==> src/sv/ddq_pkg.sv <==
// Deque package: field widths, operation and status codes, cell controls, FSM states.
// No dependencies; used by ddq_cell and double_ended_queue_top.
package ddq_pkg;

    localparam int WORD_W   = 32;
    localparam int KIND_W   = 3;
    localparam int STATUS_W = 3;
    localparam int OCC_W    = 7;

    localparam logic [KIND_W-1:0] KIND_PUSH_FRONT = 3'd0;
    localparam logic [KIND_W-1:0] KIND_PUSH_REAR  = 3'd1;
    localparam logic [KIND_W-1:0] KIND_POP_FRONT  = 3'd2;
    localparam logic [KIND_W-1:0] KIND_POP_REAR   = 3'd3;
    localparam logic [KIND_W-1:0] KIND_LIST       = 3'd4;

    localparam logic [STATUS_W-1:0] ST_PUSHED    = 3'd0;
    localparam logic [STATUS_W-1:0] ST_POPPED    = 3'd1;
    localparam logic [STATUS_W-1:0] ST_LISTED    = 3'd2;
    localparam logic [STATUS_W-1:0] ST_EMPTY     = 3'd3;
    localparam logic [STATUS_W-1:0] ST_UNDERFLOW = 3'd4;
    localparam logic [STATUS_W-1:0] ST_OVERFLOW  = 3'd5;

    // Controls broadcast to every cell of the row; at most one is set per cycle.
    typedef struct packed {
        logic shift_right;  // push at front: everything moves one cell toward rear
        logic shift_left;   // pop at front: everything moves one cell toward front
        logic push_rear;    // first empty cell takes the new word
        logic pop_rear;     // last occupied cell drops its word
        logic rotate;       // list step: front word wraps around to the rear
    } cell_op_t;

    typedef enum logic [1:0] {
        S_IDLE,
        S_REAR,
        S_LIST
    } ctrl_state_t;

endpackage

==> src/sv/ddq_cell.sv <==
// One storage cell of the deque row: a word and its occupied flag.
// Depends on ddq_pkg (WORD_W, cell_op_t).
module ddq_cell
(
    input  logic                       clk,
    input  logic                       rst_n,
    input  ddq_pkg::cell_op_t          op,
    input  logic [ddq_pkg::WORD_W-1:0] left_data,
    input  logic                       left_valid,
    input  logic [ddq_pkg::WORD_W-1:0] right_data,
    input  logic                       right_valid,
    input  logic [ddq_pkg::WORD_W-1:0] push_value,
    input  logic [ddq_pkg::WORD_W-1:0] wrap_data,
    output logic [ddq_pkg::WORD_W-1:0] data,
    output logic                       valid,
    output logic                       is_last
);

    logic [ddq_pkg::WORD_W-1:0] data_reg;
    logic [ddq_pkg::WORD_W-1:0] data_next;
    logic                       valid_reg;
    logic                       valid_next;
    logic                       last_here;

    assign last_here = valid_reg && !right_valid;

    always_comb
    begin
        data_next  = data_reg;
        valid_next = valid_reg;
        if (op.shift_right)
        begin
            data_next  = left_data;
            valid_next = left_valid;
        end
        else if (op.shift_left)
        begin
            data_next  = right_data;
            valid_next = right_valid;
        end
        else if (op.push_rear)
        begin
            // first free cell behind an occupied one
            if (!valid_reg && left_valid)
            begin
                data_next  = push_value;
                valid_next = 1'b1;
            end
        end
        else if (op.pop_rear)
        begin
            if (last_here)
            begin
                valid_next = 1'b0;
            end
        end
        else if (op.rotate)
        begin
            if (last_here)
            begin
                data_next = wrap_data;
            end
            else if (valid_reg)
            begin
                data_next = right_data;
            end
        end
    end

    always_ff @(posedge clk or negedge rst_n)
    begin
        if (!rst_n)
        begin
            valid_reg <= 1'b0;
        end
        else
        begin
            valid_reg <= valid_next;
        end
    end

    always_ff @(posedge clk)
    begin
        data_reg <= data_next;
    end

    assign data    = data_reg;
    assign valid   = valid_reg;
    assign is_last = last_here;

endmodule

==> config.mk <==
export PLATFORM = sky130hd
export DESIGN_NAME = ddq_cell
export DESIGN_NICKNAME = d
export VERILOG_FILES = /design/src/sv/ddq_pkg.sv /design/src/sv/ddq_cell.sv
export SDC_FILE = /design/constraint.sdc
export NUM_CORES = 1
export LEC_CHECK = 0
export BUFFER_PORTS_ARGS = -buffer_cell sky130_fd_sc_hd__buf_4
export CAP_MARGIN = 40
export CORE_ASPECT_RATIO = 1.2
export CORE_MARGIN = 5
export CORE_UTILIZATION = 44
export CTS_BUF_LIST = sky130_fd_sc_hd__clkbuf_8
export CTS_CLUSTER_SIZE = 10
export DETAILED_ROUTE_END_ITERATION = 12
export PLACE_DENSITY = 0.9
export SETUP_SLACK_MARGIN = 0.15
export SKIP_LAST_GASP = 1
export SLEW_MARGIN = 5
export SYNTH_ARGS = -nofsm -noshare
export SYNTH_HDL_FRONTEND = slang
export SYNTH_SLANG_ARGS = --single-unit
==> constraint.sdc <==
create_clock -name clk -period 3.2 [get_ports clk]
set_input_delay 0 -clock clk [delete_from_list [all_inputs] [get_ports clk]]
set_output_delay 0 -clock clk [all_outputs]
set_load 0.005 [all_outputs]
==> summary.log, run 1 <==
[worst_setup_path] worst endpoint required time 3.23 ns
[sta] final slew viol count 0
[worst_setup_path] maximum fanout encountered on the critical timing path 19
[clock_network] maximum clock insertion buffer count 2
[logic_synthesis] sequential-to-total area share from yosys stat 38.2%
[clock_network] Clk pin slew, worst setup/hold paths 0.07 ns
[cells_and_area] commonest non-fill, non-tap cell in the layout buf_4
[route] Antenna Violating Nets Remaining 0
[cells_and_area] number of nets in the layout 591
[floorplanning] full die area 0.00750 mm²
[cells_and_area] synthesis-to-finish area growth 53.0%
[sta] setup skew after layout 0.00203 ns
[worst_hold_path] HP Class input port to flop
[cells_and_area] multi-input gate area in the final layout 0.00144 mm²
[sta] Setup TNS Final 0 ns
[clock_network] count of buffers added by post-CTS timing repair for setup 0
[logic_synthesis] biggest area contributors in the synthesized netlist edfxtp_1 (37%), mux2i_1 (12%), o2bb2ai_1 (11%)
[cells_and_area] max FFs per register 32
[clock_network] # H-tree levels 2
[logic_synthesis] Post-Syn Instances 297
[worst_hold_path] number of stages on the worst hold path 3
[flow_run] max-cap violations 0
[cells_and_area] most used cells in the layout excluding fill and tap cells buf_4 (173), nand2_1 (65)
[worst_setup_path] capture point of the worst path data[6]
[sta] RSZ-0062 raised after global routing no
[worst_setup_path] Crit Reg-Reg Endpoint data[6]
[sta] Tightest Pin Transition 0.691 ns
[sta] crit share post-route 52.8%
[global_route] maximum number of pins on one net before global-route repair 69
[worst_hold_path] launch point of the worst hold path right_valid
[worst_setup_path] worst r2r path cells 4
[logic_synthesis] Mapped Avg Cell Area 8.69 µm²
[clock_network] post-CTS sizing 0
[worst_setup_path] worst setup path startpoint valid
[power_and_ir_drop] pwr dens 325 mW/mm²
[floorplanning] number of top-level pins 171
[power_and_ir_drop] static leakage 1.86 nW
[logic_synthesis] #FFs+latches synth 33
[worst_setup_path] worst r2r src valid
[sta] relative max-transition margin 53.9%
[worst_setup_path] kind of critical path flop to flop
[logic_synthesis] Yosys top cell area share 37.2%
[logic_synthesis] area of the mapped netlist 0.00258 mm²
[sta] highest clock frequency the design can meet 592 MHz
[logic_synthesis] Unique masters post-synth 22
[clock_network] clock tree from TritonCTS built
[route] vias 2805
[global_route] via count of the first global-routing pass 2628
[cells_and_area] ANT cells 0
[floorplanning] y dimension of the die 93.9 µm
[floorplanning] starting density of the core 45.5%
[sta] Fin. Hold Viols 0
[cells_and_area] fraction of final layout cells with drive strength greater than 1 40.0%
[global_route] antenna violations before repair 0
[floorplanning] die width 79.9 µm
[clock_network] clk root buf clkbuf_8
[placed_design] final HPWL from detailed placement 6250 µm
[floorplanning] core region area 0.00567 mm²
[global_route] wire length of the first global-routing pass 12600 µm
[placed_design] count of input and output buffers 170
[logic_synthesis] post-synthesis net count 434
[route] vias per std cell 5.24
[route] drc violations 0
[power_and_ir_drop] Peak VDD IR 0.174 mV
[clock_network] CTS sink cnt 33
[logic_synthesis] post-synthesis cell type with the largest combined area edfxtp_1
[logic_synthesis] warning count from the yosys run 0
[cells_and_area] Sequential cell area 986 µm²
[cells_and_area] number of fill cells in the layout 451
[floorplanning] floorplan row count 30
[worst_setup_path] register-to-register setup slack 1.51 ns
[global_route] total global routing track utilization 21.3%
[route] Routed Wire Length 8420 µm
[worst_setup_path] Critical Path End Type flop
[clock_network] number of buffers added by the clock tree synthesis step 5
[placed_design] placer's final routability congestion estimate 0.791
[route] routed length per placed instance 15.7 µm
[route] drt initial violations 147
[sta] final setup violating endpoints 0
[status] outcome complete, no violations
[route] first-pass iteration count of the detailed router 4
[global_route] GRT overflow 0
[worst_setup_path] critical path arrival 1.72 ns
[clock_network] clock latency reported for the late side of the worst-skew pair 0.27 ns
[worst_setup_path] Worst setup SP type flop
[sta] minimum period implied by the final worst setup slack 1.69 ns
[sta] minimum hold slack 0.0289 ns
-- layout make-up --
type	count	area share [%]
clock buffer	5	1.74
inverter	3	0.285
multi-input combinational	236	36.5
tap	80	2.54
timing repair buffer	175	33.7
clock inverter	3	0.317
sequential	33	25.0
-- synthesized netlist by cell type, drive strengths merged --
master   number
nand2        65
dfrtp         1
a21oi        32
mux2i        32
o311ai        1
o2bb2ai      32
inv           3
edfxtp       32
nor2          4
nand2b       33
buf          20
o22a          1
o211ai        1
o21ai        33
clkbuf        5
nand4b        1
a22o          1
-- critical path: stages, from the launching register on --
cell	delay, ns
dfrtp_1	0.44
nand2b_2	0.40
buf_12	0.26
mux2i_1	0.23
o2bb2ai_1	0.10
-- worst min-delay path by stage --
| stage | slack [ns] | end |
|---|---|---|
| 5_1_grt | 0.04 | valid |
| 2_1_floorplan | -0.30 | valid |
| 3_5_place_dp | -0.22 | valid |
| 3_3_place_gp | -0.22 | valid |
| 6_report | 0.03 | valid |
| 4_1_cts | 0.02 | valid |
-- timing repair --
action / in CTS / in global routing
hold buffers: 1 / 0
hold endpoints to repair: 1 / 0
endpoints found under the setup margin: 0 / 0
-- where the power goes --
group	switching (W)	internal (W)
combinational	0.000180	0.000251
clock	0.000155	0.000147
sequential	0.0000159	0.000532
total	0.000351	0.000930
-- stage by stage --
step | utilization, % | worst slack (ns) | cell area (µm²) | power (W) | instances
after floorplan | - | 0.736 | 2580 | 0.000755 | 297
after global placement | 67.7 | 1.34 | 3830 | 0.000975 | 525
after detailed placement | 68.0 | 1.51 | 3850 | 0.000990 | 526
after CTS | 69.6 | 1.49 | 3950 | 0.00129 | 535
after global routing | 69.6 | 1.43 | 3950 | 0.00136 | 535
final | 69.6 | 1.51 | 3950 | 0.00128 | 535
-- kinds of logic (layout without fill, tap and decap cells) --
| group | Yosys count | count (layout) | synth area share, % |
|---|---|---|---|
| and+or+nand+nor | 103 | 103 | 18.5 |
| DFF | 33 | 33 | 38.2 |
| buffers and inverters | 28 | 186 | 6.11 |
| AOI/OAI and AO/OA | 101 | 101 | 24.8 |
| muxes | 32 | 32 | 12.4 |
-- metal layers --
layer | vias to the layer above | part of all wire, % | GRT usage (%)
met5 | - | 0 | 0
met4 | 0 | 2.2 | 6.34
met3 | 14 | 9.7 | 5.85
met2 | 147 | 53 | 38.8
met1 | 1255 | 35 | 23.8
li1 | 1389 | - | -
No activity file was read; power rests on OpenSTA's default activity.
==> inputs of run 2 (changes only) <==
--- a/config.mk
+++ b/config.mk
@@ -5,11 +5,12 @@
 export SDC_FILE = /design/constraint.sdc
 export NUM_CORES = 1
 export LEC_CHECK = 0
+export ABC_AREA = 1
 export BUFFER_PORTS_ARGS = -buffer_cell sky130_fd_sc_hd__buf_4
 export CAP_MARGIN = 40
 export CORE_ASPECT_RATIO = 1.2
 export CORE_MARGIN = 5
-export CORE_UTILIZATION = 44
+export CORE_UTILIZATION = 46
 export CTS_BUF_LIST = sky130_fd_sc_hd__clkbuf_8
 export CTS_CLUSTER_SIZE = 10
 export DETAILED_ROUTE_END_ITERATION = 12
==> constraint.sdc (replaced) <==
create_clock -name clk -period 1.6 [get_ports clk]
set_input_delay 0 -clock clk [delete_from_list [all_inputs] [get_ports clk]]
set_output_delay 0 -clock clk [all_outputs]
set_load 0.005 [all_outputs]
==> run 2 against run 1 <==
Against the previous run: core utilization increased by 1.2 points; via count is 16% higher; clock skew increased by 0.0075 ns; critical path depth grew 1; largest power group unchanged; highest routed layer unchanged.
==> summary.log, run 2 <==
[status] outcome complete, no violations
[clock_network] clk root buf clkbuf_8
[floorplanning] starting density of the core 47.7% [+2.2 points]
[logic_synthesis] most used flip-flop cell after synthesis edfxtp_1
[worst_setup_path] longest individual stage delay on the worst path 0.41 ns [-0.03 ns]
[global_route] antenna violations before repair 0 [unchanged]
[floorplanning] number of top-level pins 171 [unchanged]
[clock_network] Clk pin slew, worst setup/hold paths 0.08 ns [about the same]
[cells_and_area] number of fill cells in the layout 512 [+14%]
[logic_synthesis] biggest area contributors in the synthesized netlist edfxtp_1 (33%), nand2_1 (13%), nand3_2 (10%)
[global_route] via count of the first global-routing pass 3336 [+27%]
[worst_setup_path] Worst setup SP type flop
[route] vias per std cell 5.23 [-0.17%]
[cells_and_area] Final Non-Filler Cells 620 [+16%]
[route] drc violations 0 [unchanged]
[logic_synthesis] Yosys top cell area share 32.9% [-4.4 points]
[placed_design] final HPWL from detailed placement 7690 µm [+23%]
[sta] final slew viol count 0 [unchanged]
[route] Antenna Violating Nets Remaining 0 [unchanged]
[logic_synthesis] Post-Syn Instances 374 [+26%]
[logic_synthesis] sequential-to-total area share from yosys stat 33.7% [-4.5 points]
[sta] Setup TNS Final 0 ns [unchanged]
[sta] highest clock frequency the design can meet 737 MHz [+25%]
[worst_hold_path] HP Class input port to flop
[global_route] maximum number of pins on one net before global-route repair 34 [-51%]
[floorplanning] y dimension of the die 97.3 µm [+3.7%]
[logic_synthesis] number of enable flip-flop cells after synthesis 32 [unchanged]
[sta] crit share post-route 84.8% [+32 points]
[route] Routed Wire Length 9910 µm [+18%]
[placed_design] placed insts 611 [+16%]
[worst_setup_path] cells along the critical path inv_2, nand2_1, nand3_2, a21boi_4, buf_6
[floorplanning] floorplan row count 31 [+3.3%]
[route] routed length per placed instance 16.0 µm [+1.5%]
[worst_setup_path] count of buffering cells on the critical path with inverters included 2 [+1]
[logic_synthesis] warning count from the yosys run 0 [unchanged]
[power_and_ir_drop] Peak VDD IR 0.404 mV [+130%]
[sta] relative max-transition margin 72.6% [+19 points]
[cells_and_area] synthesis-to-finish area growth 48.5%
[floorplanning] core region area 0.00613 mm² [+8.1%]
[worst_setup_path] highest-delay cell along the critical path dfrtp_1
[floorplanning] full die area 0.00806 mm² [+7.4%]
[worst_setup_path] CP delay by family, top flip-flops
[cells_and_area] commonest non-fill, non-tap cell in the layout buf_4
[worst_setup_path] critical path arrival 1.34 ns [-0.38 ns]
[worst_setup_path] Critical Path End Type flop
[sta] setup skew after layout 0.00954 ns [+0.00751 ns]
[logic_synthesis] Synth async-reset ratio 3.03% [unchanged]
[clock_network] clock latency reported for the late side of the worst-skew pair 0.29 ns [+0.02 ns]
[worst_setup_path] kind of critical path flop to flop
[cells_and_area] ANT cells 0 [unchanged]
[placed_design] placer's final routability congestion estimate 0.853 [+7.8%]
[placed_design] count of input and output buffers 170 [unchanged]
[clock_network] maximum clock insertion buffer count 2 [unchanged]
[cells_and_area] fraction of final layout cells with drive strength greater than 1 48.1% [+8.1 points]
[global_route] wire length of the first global-routing pass 15400 µm [+22%]
[sta] minimum period implied by the final worst setup slack 1.36 ns [-0.334 ns]
[sta] Tightest Pin Transition 0.410 ns [-0.280 ns]
[global_route] GRT overflow 0 [unchanged]
[floorplanning] die width 82.8 µm [+3.6%]
[logic_synthesis] Mapped Avg Cell Area 7.82 µm² [-10%]
[logic_synthesis] #FFs+latches synth 33 [unchanged]
[route] vias 3245 [+16%]
[cells_and_area] max FFs per register 32 [unchanged]
[clock_network] CTS sink cnt 33 [unchanged]
[sta] minimum hold slack 0.0145 ns [-0.0144 ns]
[cells_and_area] most used cells in the layout excluding fill and tap cells buf_4 (180), nand2_1 (105), inv_1 (34), a21oi_1 (34), nor2_1 (34)
[cells_and_area] number of nets in the layout 674 [+14%]
[clock_network] clock tree from TritonCTS built
[route] first-pass iteration count of the detailed router 5 [+1]
[global_route] total global routing track utilization 24.6% [+3.3 points]
[logic_synthesis] post-synthesis cell type with the largest combined area edfxtp_1
[logic_synthesis] Unique masters post-synth 21 [-4.5%]
[sta] final setup violating endpoints 0 [unchanged]
[power_and_ir_drop] pwr dens 666 mW/mm² [+110%]
[sta] Fin. Hold Viols 0 [unchanged]
[worst_setup_path] maximum fanout encountered on the critical timing path 14 [-5]
[logic_synthesis] leading post-synthesis cells by instance count nand2_1 (105), a21oi_1 (34), inv_1 (34), nor2_1 (34)
[clock_network] number of buffers added by the clock tree synthesis step 5 [unchanged]
[power_and_ir_drop] static leakage 2.12 nW [+14%]
[worst_setup_path] worst endpoint required time 1.59 ns [-1.64 ns]
[flow_run] max-cap violations 0 [unchanged]
[clock_network] # H-tree levels 2 [unchanged]
[route] drt initial violations 166 [+13%]
[sta] RSZ-0062 raised after global routing no
[logic_synthesis] area of the mapped netlist 0.00292 mm² [+13%]
[logic_synthesis] post-synthesis net count 511 [+18%]
[logic_synthesis] count leader, synth nand2_1
-- run 2: cell types whose count changed after synthesis, moves of 31 or more --
cell	change
nand2_1	+40
nand2b_1	-33
mux2i_1	-32
nand3b_1	+32
o2bb2ai_1	-32
inv_1	+31
nor2_1	+31
-- run 2: cell families after synthesis --
group / count (synthesis) / share of synthesized area [%]
AND/OR/NAND/NOR: 210 / 38.8
buffers and inverters: 66 / 12.4
flip-flops: 33 / 33.7
AO/OA/AOI/OAI: 65 / 15.1
-- run 2: final timing paths --
check                         startpoint  endpoint  slack (ns)  cells after the start
max                                valid   data[6]        0.24                      5
min                        left_data[22]  data[22]        0.01                      3
max reg2reg                        valid   data[6]        0.24                      5
min reg2reg                        valid     valid        0.76                      3
max in group asynchronous          rst_n     valid        1.46                      2
min in group asynchronous          rst_n     valid        0.05                      2
-- run 2: worst reg2reg max path, delay by kind of cell (launching register included) --
kind	cells	cell delay, ns
AND/OR/NAND/NOR	2	0.14
buffers and inverters	2	0.28
flip-flops	1	0.41
AO/OA/AOI/OAI	1	0.23
-- run 2: power breakdown --
part           switching [W]  internal (W)  leakage, nW
sequential         0.0000310       0.00107        0.337
clock               0.000329      0.000454       0.0570
combinational       0.000485      0.000525         1.73
total               0.000846       0.00205         2.12
-- run 2: layout make-up --
class	count	area, µm²	share of cell area, %
Clock buffer	5	68.8	1.59
Clock inverter	3	37.5	0.865
Inverter	39	154	3.54
Multi-Input combinational cell	275	1600	36.9
Sequential cell	33	986	22.7
Tap cell	82	103	2.36
Timing Repair Buffer	183	1390	32.1
-- run 2: metal layers --
layer / global-route usage (%) / vias to the layer above / routed length (µm)
met5: 0 / - / 0
met4: 14.6 / 0 / 561
met3: 4.64 / 41 / 815
met2: 43.5 / 179 / 5170
met1: 25.9 / 1475 / 3360
li1: - / 1550 / -
-- run 2: through the flow --
step / area (µm²) / util (%) / setup WS (ns) / power [W]
final: 4340 / 70.8 / 0.243 / 0.00289
after global routing: 4340 / 70.8 / 0.187 / 0.00303
after CTS: 4330 / 70.6 / 0.154 / 0.00289
after detailed placement: 4210 / 68.7 / 0.167 / 0.00212
after global placement: 4210 / 68.7 / 0.209 / 0.00209
after floorplan: 2940 / - / -0.100 / 0.00162
-- run 2: timing repair --
action	CTS	global route
setup endpoints to repair	0	47
endpoints found under the hold margin	1	0
hold buffers	1	0
gates resized for setup	0	2
setup buffers	0	0
==> inputs of run 3 (changes only) <==
--- a/config.mk
+++ b/config.mk
@@ -10,11 +10,11 @@
 export CAP_MARGIN = 40
 export CORE_ASPECT_RATIO = 1.2
 export CORE_MARGIN = 5
-export CORE_UTILIZATION = 46
+export CORE_UTILIZATION = 41
 export CTS_BUF_LIST = sky130_fd_sc_hd__clkbuf_8
 export CTS_CLUSTER_SIZE = 10
 export DETAILED_ROUTE_END_ITERATION = 12
-export PLACE_DENSITY = 0.9
+export PLACE_DENSITY = 0.85
 export SETUP_SLACK_MARGIN = 0.15
 export SKIP_LAST_GASP = 1
 export SLEW_MARGIN = 5
==> constraint.sdc (replaced) <==
create_clock -name clk -period 1.2 [get_ports clk]
set_input_delay 0 -clock clk [delete_from_list [all_inputs] [get_ports clk]]
set_output_delay 0 -clock clk [all_outputs]
set_load 0.005 [all_outputs]
==> run 3 against run 2 <==
Against the previous run: clock skew decreased by 0.0036 ns; via count decreased by 0.89%; register-to-register slack got worse by 0.34 ns; sequential share of layout area decreased by 1.4 points; the run now ends with negative setup slack left; largest power group is now combinational logic; setup slack got worse by 0.34 ns; routed wire length increased by 1.7%; global-route usage decreased by 3.3 points; critical path depth increased by 1; final cell count increased by 2.6%; clock power increased by 28%; largest cell class unchanged; first-iteration DRC count decreased by 9.6%; combinational power increased by 52%.
==> summary.log, run 3 (synthesis gave the netlist of run 2 again) <==
[floorplanning] floorplan row count 33 [+6.5%]
[worst_setup_path] highest-delay cell along the critical path dfrtp_1
[worst_setup_path] worst r2r src valid
[worst_setup_path] kind of critical path flop to flop
[floorplanning] y dimension of the die 103 µm [+5.3%]
[floorplanning] core region area 0.00690 mm² [+13%]
[sta] final worst-path setup slack -0.0998 ns [-0.343 ns]
[sta] final slew viol count 0 [unchanged]
[cells_and_area] commonest non-fill, non-tap cell in the layout buf_4
[worst_setup_path] cells along the critical path buf_4, nand2_8, clkbuf_16, nand2_1, nand3_2, a21oi_2
[clock_network] CTS sink cnt 33 [unchanged]
[sta] setup skew after layout 0.00594 ns [-0.00360 ns]
[placed_design] Placement Setup Slack -0.103 ns [-0.270 ns]
[cells_and_area] fraction of final layout cells with drive strength greater than 1 52.5% [+4.3 points]
[worst_setup_path] capture point of the worst path data[26]
[status] outcome complete, but fails checks
[floorplanning] full die area 0.00893 mm² [+11%]
[route] Routed Wire Length 10100 µm [+1.7%]
[clock_network] # H-tree levels 2 [unchanged]
[flow_run] max-cap violations 0 [unchanged]
[sta] minimum period implied by the final worst setup slack 1.30 ns [-0.0570 ns]
[cells_and_area] number of nets in the layout 685 [+1.6%]
[route] first-pass iteration count of the detailed router 4 [-1]
[worst_setup_path] worst r2r path cells 6 [+1]
[status] violated checks negative setup slack
[worst_setup_path] maximum fanout encountered on the critical timing path 6 [-8]
[clock_network] clock latency reported for the late side of the worst-skew pair 0.28 ns [about the same]
[clock_network] clock tree from TritonCTS built
[worst_setup_path] worst setup path startpoint valid
[power_and_ir_drop] static leakage 2.24 nW [+5.7%]
[worst_setup_path] longest individual stage delay on the worst path 0.40 ns [about the same]
[sta] final setup violating endpoints 66 [+66]
[route] routed length per placed instance 15.8 µm [-0.81%]
[global_route] total global routing track utilization 21.3% [-3.3 points]
[sta] Tightest Pin Transition 0.380 ns [-0.0300 ns]
[power_and_ir_drop] pwr dens 868 mW/mm² [+30%]
[cells_and_area] most used cells in the layout excluding fill and tap cells buf_4 (178), nand2_1 (87), inv_1 (34), a21oi_1 (34), nor2_1 (34)
[clock_network] clk root buf clkbuf_8
[worst_setup_path] Worst setup SP type flop
[floorplanning] number of top-level pins 171 [unchanged]
[global_route] via count of the first global-routing pass 3292 [-1.3%]
[floorplanning] die width 87.1 µm [+5.2%]
[global_route] wire length of the first global-routing pass 14900 µm [-3.0%]
[cells_and_area] max FFs per register 32 [unchanged]
[placed_design] final HPWL from detailed placement 7730 µm [+0.63%]
[route] drc violations 0 [unchanged]
[route] vias per std cell 5.06 [-3.4%]
[sta] Fin. Hold Viols 0 [unchanged]
[worst_setup_path] register-to-register setup slack -0.1 ns [-0.34 ns]
[global_route] GRT overflow 0 [unchanged]
[worst_setup_path] critical path arrival 1.33 ns [about the same]
[floorplanning] starting density of the core 42.4% [-5.3 points]
[sta] crit share post-route 108% [+24 points]
[global_route] antenna violations before repair 0 [unchanged]
[route] drt initial violations 150 [-9.6%]
[clock_network] number of buffers added by the clock tree synthesis step 5 [unchanged]
[cells_and_area] ANT cells 0 [unchanged]
[worst_setup_path] Stages on worst setup path 6 [+1]
[worst_setup_path] Crit Reg-Reg Endpoint data[26]
[clock_network] maximum clock insertion buffer count 2 [unchanged]
[placed_design] count of input and output buffers 170 [unchanged]
[worst_setup_path] CP delay by family, top flip-flops
[power_and_ir_drop] Peak VDD IR 0.537 mV [+33%]
[cells_and_area] synthesis-to-finish area growth 58.5%
[sta] RSZ-0062 raised after global routing yes
[sta] minimum hold slack 0.0332 ns [+0.0187 ns]
[worst_setup_path] worst endpoint required time 1.23 ns [-0.36 ns]
[global_route] maximum number of pins on one net before global-route repair 35 [+2.9%]
[placed_design] placer's final routability congestion estimate 0.902 [+5.8%]
[clock_network] Clk pin slew, worst setup/hold paths 0.07 ns [about the same]
[route] vias 3216 [-0.89%]
[worst_setup_path] count of buffering cells on the critical path with inverters included 2 [unchanged]
[sta] Setup TNS Final -4.69 ns [-4.69 ns]
[route] Antenna Violating Nets Remaining 0 [unchanged]
[sta] highest clock frequency the design can meet 769 MHz [+4.4%]
[sta] relative max-transition margin 74.7% [+2.0 points]
[worst_hold_path] HP Class input port to flop
[worst_setup_path] Critical Path End Type flop
[worst_hold_path] launch point of the worst hold path left_data[3]
run 3: worst min path at each step:
| stage | end | slack, ns | cells after the start |
|---|---|---|---|
| finish | data[3] | 0.03 | 3 |
| global route | data[23] | 0.03 | 3 |
| CTS | data[10] | 0.02 | 3 |
| detailed placement | valid | -0.22 | 1 |
| global placement | valid | -0.22 | 1 |
| floorplan | valid | -0.30 | 0 |
run 3: routing by layer:
| metal | part of all wire (%) | vias to the layer above | GRT usage [%] | wire length (µm) |
|---|---|---|---|---|
| met4 | 2.6 | 0 | 7.44 | 265 |
| met2 | 56 | 147 | 39.9 | 5610 |
| met1 | 34 | 1469 | 23.9 | 3420 |
| met5 | 0 | - | 0 | 0 |
| li1 | - | 1582 | - | - |
| met3 | 7.8 | 18 | 3.84 | 783 |
run 3: metrics by stage:
| step | instance area, µm² | cells | utilization, % | power, W |
|---|---|---|---|---|
| finish | 4640 | 636 | 67.2 | 0.00402 |
| global route | 4640 | 636 | 67.2 | 0.00423 |
| detailed placement | 4380 | 621 | 63.5 | 0.00293 |
| global placement | 4380 | 621 | 63.5 | 0.00289 |
| CTS | 4540 | 631 | 65.8 | 0.00397 |
| floorplan | 3020 | 374 | - | 0.00220 |
run 3: final cells by class:
| class | instances | area (µm²) |
|---|---|---|
| clock buffer | 5 | 68.8 |
| clock inverter | 3 | 37.5 |
| fill | 572 | 2260 |
| inverter | 39 | 154 |
| multi-input combinational | 275 | 1650 |
| sequential | 33 | 986 |
| tap | 87 | 109 |
| timing repair buffer | 194 | 1640 |
run 3: tightest hold or removal path, cell delays in order:
cell and delay (ns):
buf_4 0.08, nor2_1 0.04, a21oi_2 0.08
run 3: where the power goes:
group	internal [W]	total (W)	leakage, nW	switching (W)
registers	0.00143	0.00148	0.337	0.0000529
clock network	0.000604	0.00100	0.0570	0.000396
logic	0.000848	0.00154	1.85	0.000697
run 3: timing repair:
action / CTS / global route
resized for setup: 8 / 1
hold buffers: 1 / 0
pin swaps: 1 / 0
buffers inserted: 1 / 1
gates cloned: 0 / 4
hold endpoints to repair: 1 / 0
setup endpoints to repair: 67 / 67
